$ cat src/hdl/stp_seq_pkg.sv
// Shared types, codes and the full-step coil table for the stepper sequencer.
package stp_seq_pkg;

    // Request codes carried on req_type.
    localparam logic REQ_TICK = 1'b0;
    localparam logic REQ_MOVE = 1'b1;

    // Register indexes on the configuration port, one 32-bit word apart.
    localparam logic REG_STEP_PERIOD   = 1'b0;
    localparam logic REG_STEPS_PER_REV = 1'b1;

    localparam logic [31:0] STEP_PERIOD_RESET   = 32'd1000;
    localparam logic [15:0] STEPS_PER_REV_RESET = 16'd200;

    // One result as it sits in the output register.
    typedef struct packed {
        logic [3:0]  coil_pattern;
        logic [15:0] position;
        logic        stepped;
        logic        busy_res;
        logic        rejected;
    } result_t;

    // Full-step drive pattern selected by the low two bits of the position.
    function automatic logic [3:0] coil_lookup(input logic [1:0] phase);
        logic [3:0] pattern;
        case (phase)
            2'd0:    pattern = 4'b1010;
            2'd1:    pattern = 4'b0110;
            2'd2:    pattern = 4'b0101;
            2'd3:    pattern = 4'b1001;
            default: pattern = 4'b0000;
        endcase
        return pattern;
    endfunction

endpackage

$ cat src/hdl/stepper_full_step_sequencer.sv
// Top level of the four-wire stepper motor full-step sequencer.
//
//   Channel  Direction  Handshake               Payload
//   -------  ---------  ----------------------  ----------------------------------------
//   request  in         in_valid / in_ready     req_type, step_count
//   result   out        out_valid / out_ready   coil_pattern, position, stepped,
//                                               busy_res, rejected
//   config   in         APB psel/penable/...    step_period (0x0), steps_per_rev (0x4)
//
// Each request transfer is handled in the cycle it is accepted: the motor state
// updates at that edge and the result is loaded into the output register, so one
// request per cycle is sustained. The only loop is the state registers feeding
// the tick compare, the position wrap and the coil lookup back into themselves.
// Reset (rst_n low) clears the motor state, restores the register defaults and
// empties the output register. When the result is not taken, in_ready drops and
// the held result waits; in_ready rises again in the cycle the result is taken.
module stepper_full_step_sequencer (
    input  logic                 clk,
    input  logic                 rst_n,

    input  logic                 in_valid,
    output logic                 in_ready,
    input  logic                 req_type,
    input  logic signed [31:0]   step_count,

    output logic                 out_valid,
    input  logic                 out_ready,
    output logic [3:0]           coil_pattern,
    output logic [15:0]          position,
    output logic                 stepped,
    output logic                 busy_res,
    output logic                 rejected,

    input  logic                 psel,
    input  logic                 penable,
    input  logic                 pwrite,
    input  logic [2:0]           paddr,
    input  logic [31:0]          pwdata,
    output logic [31:0]          prdata,
    output logic                 pready
);
    import stp_seq_pkg::*;

    // Configuration registers.
    logic [31:0] step_period_reg;
    logic [15:0] steps_per_rev_reg;

    // Motor state.
    logic [31:0] elapsed_reg,   elapsed_next;
    logic [31:0] remaining_reg, remaining_next;
    logic [15:0] pos_reg,       pos_next;
    logic        forward_reg,   forward_next;
    logic [3:0]  coil_reg,      coil_next;

    // Output register.
    logic        out_valid_reg;
    result_t     result_reg, result_next;

    logic        accept;
    logic        cfg_write;
    logic        busy;
    logic        do_step;
    logic        do_reject;
    logic [31:0] elapsed_inc;
    logic [31:0] magnitude;
    logic [16:0] pos_plus;
    logic [15:0] pos_stepped;

    // The output register frees up in the same cycle its result is taken.
    assign in_ready  = !out_valid_reg || out_ready;
    assign accept    = in_valid && in_ready;
    assign out_valid = out_valid_reg;

    assign coil_pattern = result_reg.coil_pattern;
    assign position     = result_reg.position;
    assign stepped      = result_reg.stepped;
    assign busy_res     = result_reg.busy_res;
    assign rejected     = result_reg.rejected;

    // APB: no wait states; word address selects the register.
    assign pready    = 1'b1;
    assign cfg_write = psel && penable && pwrite && pready;
    assign prdata    = (paddr[2] == REG_STEPS_PER_REV) ? {16'd0, steps_per_rev_reg}
                                                        : step_period_reg;

    always_ff @(posedge clk or negedge rst_n)
    begin
        if (!rst_n)
        begin
            step_period_reg   <= STEP_PERIOD_RESET;
            steps_per_rev_reg <= STEPS_PER_REV_RESET;
        end
        else if (cfg_write)
        begin
            if (paddr[2] == REG_STEP_PERIOD)
            begin
                step_period_reg <= pwdata;
            end
            else
            begin
                steps_per_rev_reg <= pwdata[15:0];
            end
        end
    end

    // Step decision: the elapsed counter saturates instead of wrapping, and
    // a step needs both pending steps and a full period of ticks.
    assign busy        = (remaining_reg != 32'd0);
    assign elapsed_inc = (elapsed_reg == 32'hFFFF_FFFF) ? elapsed_reg : elapsed_reg + 32'd1;
    assign do_step     = (req_type == REQ_TICK) && busy && (elapsed_inc >= step_period_reg);
    assign do_reject   = (req_type == REQ_MOVE) && busy;

    // Two's complement magnitude; the most negative count stays 2^31.
    assign magnitude = step_count[31] ? (32'd0 - step_count) : step_count;

    // Next position with wrap-around in either direction. A position left
    // beyond the revolution by a register change wraps like position zero
    // going backward and like the end of the revolution going forward.
    assign pos_plus = {1'b0, pos_reg} + 17'd1;

    always_comb
    begin
        if (steps_per_rev_reg == 16'd0)
        begin
            pos_stepped = 16'd0;
        end
        else if (forward_reg)
        begin
            pos_stepped = (pos_plus >= {1'b0, steps_per_rev_reg}) ? 16'd0 : pos_plus[15:0];
        end
        else if ((pos_reg == 16'd0) || (pos_reg >= steps_per_rev_reg))
        begin
            pos_stepped = steps_per_rev_reg - 16'd1;
        end
        else
        begin
            pos_stepped = pos_reg - 16'd1;
        end
    end

    always_comb
    begin
        elapsed_next   = elapsed_reg;
        remaining_next = remaining_reg;
        pos_next       = pos_reg;
        forward_next   = forward_reg;
        coil_next      = coil_reg;

        if (req_type == REQ_MOVE)
        begin
            // A move while busy changes nothing; a zero count keeps direction.
            if (!busy && (step_count != 32'sd0))
            begin
                forward_next   = !step_count[31];
                remaining_next = magnitude;
            end
        end
        else
        begin
            elapsed_next = elapsed_inc;
            if (do_step)
            begin
                pos_next       = pos_stepped;
                coil_next      = coil_lookup(pos_stepped[1:0]);
                elapsed_next   = 32'd0;
                remaining_next = remaining_reg - 32'd1;
            end
        end

        result_next.coil_pattern = coil_next;
        result_next.position     = pos_next;
        result_next.stepped      = do_step;
        result_next.busy_res     = (remaining_next != 32'd0);
        result_next.rejected     = do_reject;
    end

    always_ff @(posedge clk or negedge rst_n)
    begin
        if (!rst_n)
        begin
            elapsed_reg   <= 32'd0;
            remaining_reg <= 32'd0;
            pos_reg       <= 16'd0;
            forward_reg   <= 1'b0;
            coil_reg      <= 4'd0;
            out_valid_reg <= 1'b0;
        end
        else
        begin
            if (accept)
            begin
                elapsed_reg   <= elapsed_next;
                remaining_reg <= remaining_next;
                pos_reg       <= pos_next;
                forward_reg   <= forward_next;
                coil_reg      <= coil_next;
                out_valid_reg <= 1'b1;
            end
            else if (out_ready)
            begin
                out_valid_reg <= 1'b0;
            end
        end
    end

    always_ff @(posedge clk)
    begin
        if (accept)
        begin
            result_reg <= result_next;
        end
    end

    // An accepted request always leaves a result waiting in the next cycle.
    assert property (@(posedge clk) disable iff (!rst_n)
        accept |=> out_valid)
        else $error("accepted request produced no result");

    // A rejected move leaves the pending steps in place.
    assert property (@(posedge clk) disable iff (!rst_n)
        (out_valid && rejected) |-> (busy_res && !stepped))
        else $error("rejected move reported without pending steps");

    // After a step the coils always carry a drive pattern.
    assert property (@(posedge clk) disable iff (!rst_n)
        (out_valid && stepped) |-> (coil_pattern != 4'd0))
        else $error("step reported with all coils low");

endmodule

$ cat config.mk
export PLATFORM = sky130hd
export DESIGN_NAME = stepper_full_step_sequencer
export DESIGN_NICKNAME = d
export VERILOG_FILES = /design/src/hdl/stp_seq_pkg.sv /design/src/hdl/stepper_full_step_sequencer.sv
export SDC_FILE = /design/constraint.sdc
export NUM_CORES = 1
export LEC_CHECK = 0
export BUFFER_PORTS_ARGS = -buffer_cell sky130_fd_sc_hd__buf_4
export CORE_UTILIZATION = 45
export DETAILED_ROUTE_END_ITERATION = 6
export SLEW_MARGIN = 20
export SYNTH_ARGS = -nofsm -noshare
export SYNTH_HDL_FRONTEND = slang
export SYNTH_SLANG_ARGS = --single-unit
$ cat constraint.sdc
create_clock -name clk -period 5.5 [get_ports clk]
set_input_delay 0.55 -clock clk [delete_from_list [all_inputs] [get_ports clk]]
set_output_delay 0.55 -clock clk [all_outputs]
set_load 0.02 [all_outputs]
* After elaboration in Yosys (flattened, before gate mapping)
Cells that the tools add are included.
Storage, ports and cells: output and inout port bits 58, input port bits 75, flip-flop bits (word level) 157
Operators by class: reductions and logical operators 23, mux-type cells 18, bitwise operators 2, add/subtract/negate cells 6, magnitude comparators 3, eq/ne operators 4
Operator list (number):
- 32-bit two-way mux | 7
- 16-bit two-way mux | 6
- 32-bit nonzero test | 3
- 32-bit by 1-bit adder with 32-bit output, second input constant | 1
- 32-bit == test, second input constant | 1
- 32-bit >= comparator | 1
- 16-bit zero test | 2
- 1-bit by 32-bit subtractor with 32-bit output, first input constant | 1
- 16-bit by 1-bit subtractor with 16-bit output, second input constant | 2
- 32-bit by 1-bit subtractor with 32-bit output, second input constant | 1
- 16-bit by 1-bit adder with 17-bit output, second input constant | 1
- 17-bit by 16-bit >= comparator with 1-bit output | 1
- 16-bit >= comparator | 1
- 4-bit one-hot mux with 4 select lines | 1
- 4-bit two-way mux | 2
- 1-bit logical AND | 7
- 2-bit AND reduction | 3
- 2-bit == test, second input constant | 2
- 1-bit zero test | 3
- 3-bit AND reduction | 1
- 2-bit by 1-bit == test with 1-bit output, second input constant | 1
- 2-bit zero test | 1
- 1-bit logical OR | 2
- 1-bit two-way mux | 2
- 2 further kinds | 3

* Longest topological paths before layout
word-level depth 9, gate-level depth with buffers 23, gate-level depth less buffers 21

* Worst setup path before layout
No wires, ideal clock.
path type register to register, from register elapsed_reg[0], to register result_reg, in the netlist busy_res (data pin), path slack 0.753 ns, library setup time 0.274 ns, period minus slack after synthesis 4.747 ns, path buffers 1, arrival time 4.473 ns, stages on the path, launching flop included 22, cell sequence dfrtp_1 -> ha_1 -> nand2_1 -> or2_2 -> nor4_2 -> a21oi_1 -> nand3_1 -> or3_1 -> clkbuf_1 -> nor2_1 -> xnor2_1 -> ha_1 -> nand4_1 -> nor3_1 -> a221oi_1 -> a21o_1 -> o21a_2 -> or4_1 -> mux2i_1 -> nor4b_1 -> and4b_1 -> nand4_1
RTL lines:
- start, declared | RTL line stepper_full_step_sequencer.sv:49 | logic [31:0] elapsed_reg, elapsed_next;
- start signal, assigned | RTL line stepper_full_step_sequencer.sv:192 | elapsed_reg <= elapsed_next;
- end signal, assigned | RTL line stepper_full_step_sequencer.sv:210 | result_reg <= result_next;
- end, declared | RTL line stepper_full_step_sequencer.sv:57 | result_t result_reg, result_next;

==> impl_metrics.tcl <==
set metrics [dict create \
    critPathMaxStageDelay_ps 550 \
    crit_type "reg -> reg" \
    die_h_um 164 \
    use_met2_pct 42.3 \
    fp.dieW_um 164 \
    worst-slew-pin-transition_ps 1010 \
    cp.required_ps 5650 \
    layout_common_cells "buf_4, nand2_1, dfrtp_1" \
    gp_congestion 0.931 \
    io_buffers 129 \
    yosysUniqueCellTypes 83 \
    ctsHtreeMaxLevel 4 \
    fin_skew_ps 20.4 \
    met1_usage_pct 36.2 \
    synth_fp_nets 1500 \
    firstDrtPassIters 7 \
    powerDensity_nw_per_um2 405 \
    grt_pass1_vias 10237 \
    post-cts-setup-buffers 0 \
    path_clk_slew_ps 70 \
    cts_tree "yes" \
    worstPathMaxFanout 15 \
    vias 10681 \
    p_int_mw 3.21 \
    violations "DRC" \
    p_switching_mw 2.37 \
    peakVddDrop_mv 0.247 \
    p_leak_nw 6.08 \
    antenna_cells 0 \
    area_growth_pct 16.4 \
    ys_ff_latch 157 \
    pwr-share-clk_pct 22.3 \
    fin_hold_ws_ps 157 \
    avgSynthCellArea_um2 8.74 \
    clockBufferDepth 2 \
    wl_um 34500 \
    r2r.worst_path.cells 18 \
    fin_crit_sh_pct 94.4 \
    yosysWarnings 0 \
    vias_per_cell 5.90 \
    first_iter_violations 843 \
    p_seq_share_pct 32.7 \
    grt.busiest_layer "met2" \
    wire_per_inst_um 19.1 \
    setup_viol 0 \
    clkSinkCount 157 \
    synth-edff-count 23 \
    clock_latency_ps 440 \
    outcome "finished with violations" \
    slew_viol_final 0 \
    drive_above_1_share_pct 19.8 \
    place_area_um2 13200 \
    cap_violations 0 \
    antenna_left 0 \
    crit_chain "ha_1, nand2_1, or2_2, nor4_4, nand2_1, buf_4, mux2_2, ha_1, nand2_1, o21ai_0, a41oi_1, o41a_1, o21a_2, or4_1, mux2i_1, nor4b_1, and4b_1, nand4_1" \
    ios 133 \
    die_area_um2 27000 \
    antenna_found_initial 0 \
    layout_min_cycle_time_ps 5190 \
    arrival_ps 5350 \
    core_area_um2 25500 \
    syn-cell-area_um2 11800 \
    cp-start-kind "register" \
    nets 1614 \
    hpwlAfterDp_um 25500 \
    cts_inserted_buffers 17 \
    overflow 0 \
    grt_first_pass_wirelength_um 55100 \
    drc_errors 3 \
    initial_core_util_pct 46.5 \
    root_buffer "clkbuf_16" \
    async_flop_share_pct 85.4 \
    synth-seq-area-share_pct 34.3 \
    relSlewSlack_pct 31.9 \
    max_freq_mhz 193 \
    slowest_stage "or4_1" \
    grt_max_degree 82 \
    gr-usage-met3_pct 3.71 \
    grt.total_usage_pct 26.4 \
    ys.flop_type "dfrtp_1" \
    hp-class "in -> async" \
    swShare_pct 42.5 \
    fin_area_um2 13800 \
    rows 58 \
    hold_viol_final 0 \
    final_common_cell "buf_4" \
    synthCells 1354 \
    end_kind "register" \
    critPathMostFrequentCell "nand2_1" \
    power_frac_comb_pct 45.0 \
]
-- power by group through the flow --
| stage | Sequential, mW | Clock, mW | Combinational (mW) |
|---|---|---|---|
| 4_1_cts | 1.81 | 1.27 | 2.50 |
| 2_1_floorplan | 1.71 | 0 | 1.84 |
| 6_report | 1.82 | 1.25 | 2.51 |
| 3_5_place_dp | 1.84 | 0 | 2.48 |
| 3_3_place_gp | 1.83 | 0 | 2.44 |
| 5_1_grt | 1.86 | 1.31 | 2.78 |
-- cell usage after synthesis, drive strengths merged (16+ instances only) --
| library cell | number | area [µm²] |
|---|---|---|
| nand2 | 155 | 582 |
| nand3 | 37 | 185 |
| xnor2 | 68 | 603 |
| nor4 | 20 | 174 |
| xor2 | 32 | 280 |
| inv | 74 | 278 |
| a21oi | 69 | 345 |
| a21o | 18 | 135 |
| mux2i | 16 | 160 |
| dfrtp | 125 | 3130 |
| or3 | 16 | 110 |
| nor2 | 106 | 400 |
| nand4 | 28 | 175 |
| buf | 17 | 121 |
| o31ai | 28 | 210 |
| edfxtp | 23 | 691 |
| nor3 | 35 | 175 |
| mux2 | 59 | 664 |
| a22o | 17 | 149 |
| or4 | 19 | 154 |
| o21ai | 94 | 474 |
| ha | 71 | 888 |
| clkbuf | 51 | 191 |
-- final timing paths --
path                                start            endpoint  slack, ps
hold reg to reg               coil_reg[1]         coil_reg[1]        480
hold / removal                      rst_n  step_period_reg[2]        160
setup reg to reg           elapsed_reg[0]            busy_res        310
setup / recovery           elapsed_reg[0]            busy_res        310
max in group asynchronous           rst_n     elapsed_reg[20]       4070
min in group clk                 in_valid           out_valid        310
-- timing repair --
item / CTS / global route
gates resized for setup: 0 / 2
hold buffers: 0 / 0
endpoints found under the setup margin: 0 / 1
endpoints found under the hold margin: 0 / 0
-- cell families after synthesis --
kind of cell,Yosys count,synth area share [%]
other,1,0.0317
AND/OR/NAND/NOR,474,20.1
multiplexers,75,6.97
XOR/XNOR,100,7.46
AO/OA/AOI/OAI,332,18.6
buffers and inverters,144,5.05
flip-flops,157,34.3
adder cells (fa/ha/maj),71,7.51
-- per-stage QoR --
| step | cells | utilization (%) | setup WS [ps] | setup TNS, ps | power, mW |
|---|---|---|---|---|---|
| 2_1_floorplan | 1354 | - | 753 | 0 | 3.55 |
| 3_3_place_gp | 1779 | 51.7 | 279 | 0 | 4.27 |
| 3_5_place_dp | 1779 | 51.7 | 266 | 0 | 4.32 |
| 4_1_cts | 1811 | 54.0 | 252 | 0 | 5.58 |
| 5_1_grt | 1811 | 54.1 | -15.2 | -15.2 | 5.95 |
| 6_report | 1811 | 54.1 | 307 | 0 | 5.57 |
-- per-layer routing --
layer / vias to the layer above / routed length, µm
li1: 5160 / -
met1: 5131 / 16200
met2: 331 / 15800
met3: 59 / 1470
met4: 0 / 1020
met5: - / 0
-- critical path, delay by kind of cell, from the launching register on --
kind                       cells  cell delay, ps
adders and majority gates      2             510
and+or+nand+nor                9            2150
buffers and inverters          1             180
DFF                            1             430
muxes                          2             450
AOI/OAI and AO/OA              4            1190
-- layout make-up --
class / instances / area [µm²]
fill: 2426 / 11700
inverter: 76 / 285
clock inverter: 14 / 159
sequential: 157 / 4060
multi-input combinational: 1053 / 7200
tap: 330 / 413
clock buffer: 18 / 439
timing repair buffer: 163 / 1230
Note: power is estimated with default switching activity, not from simulation.
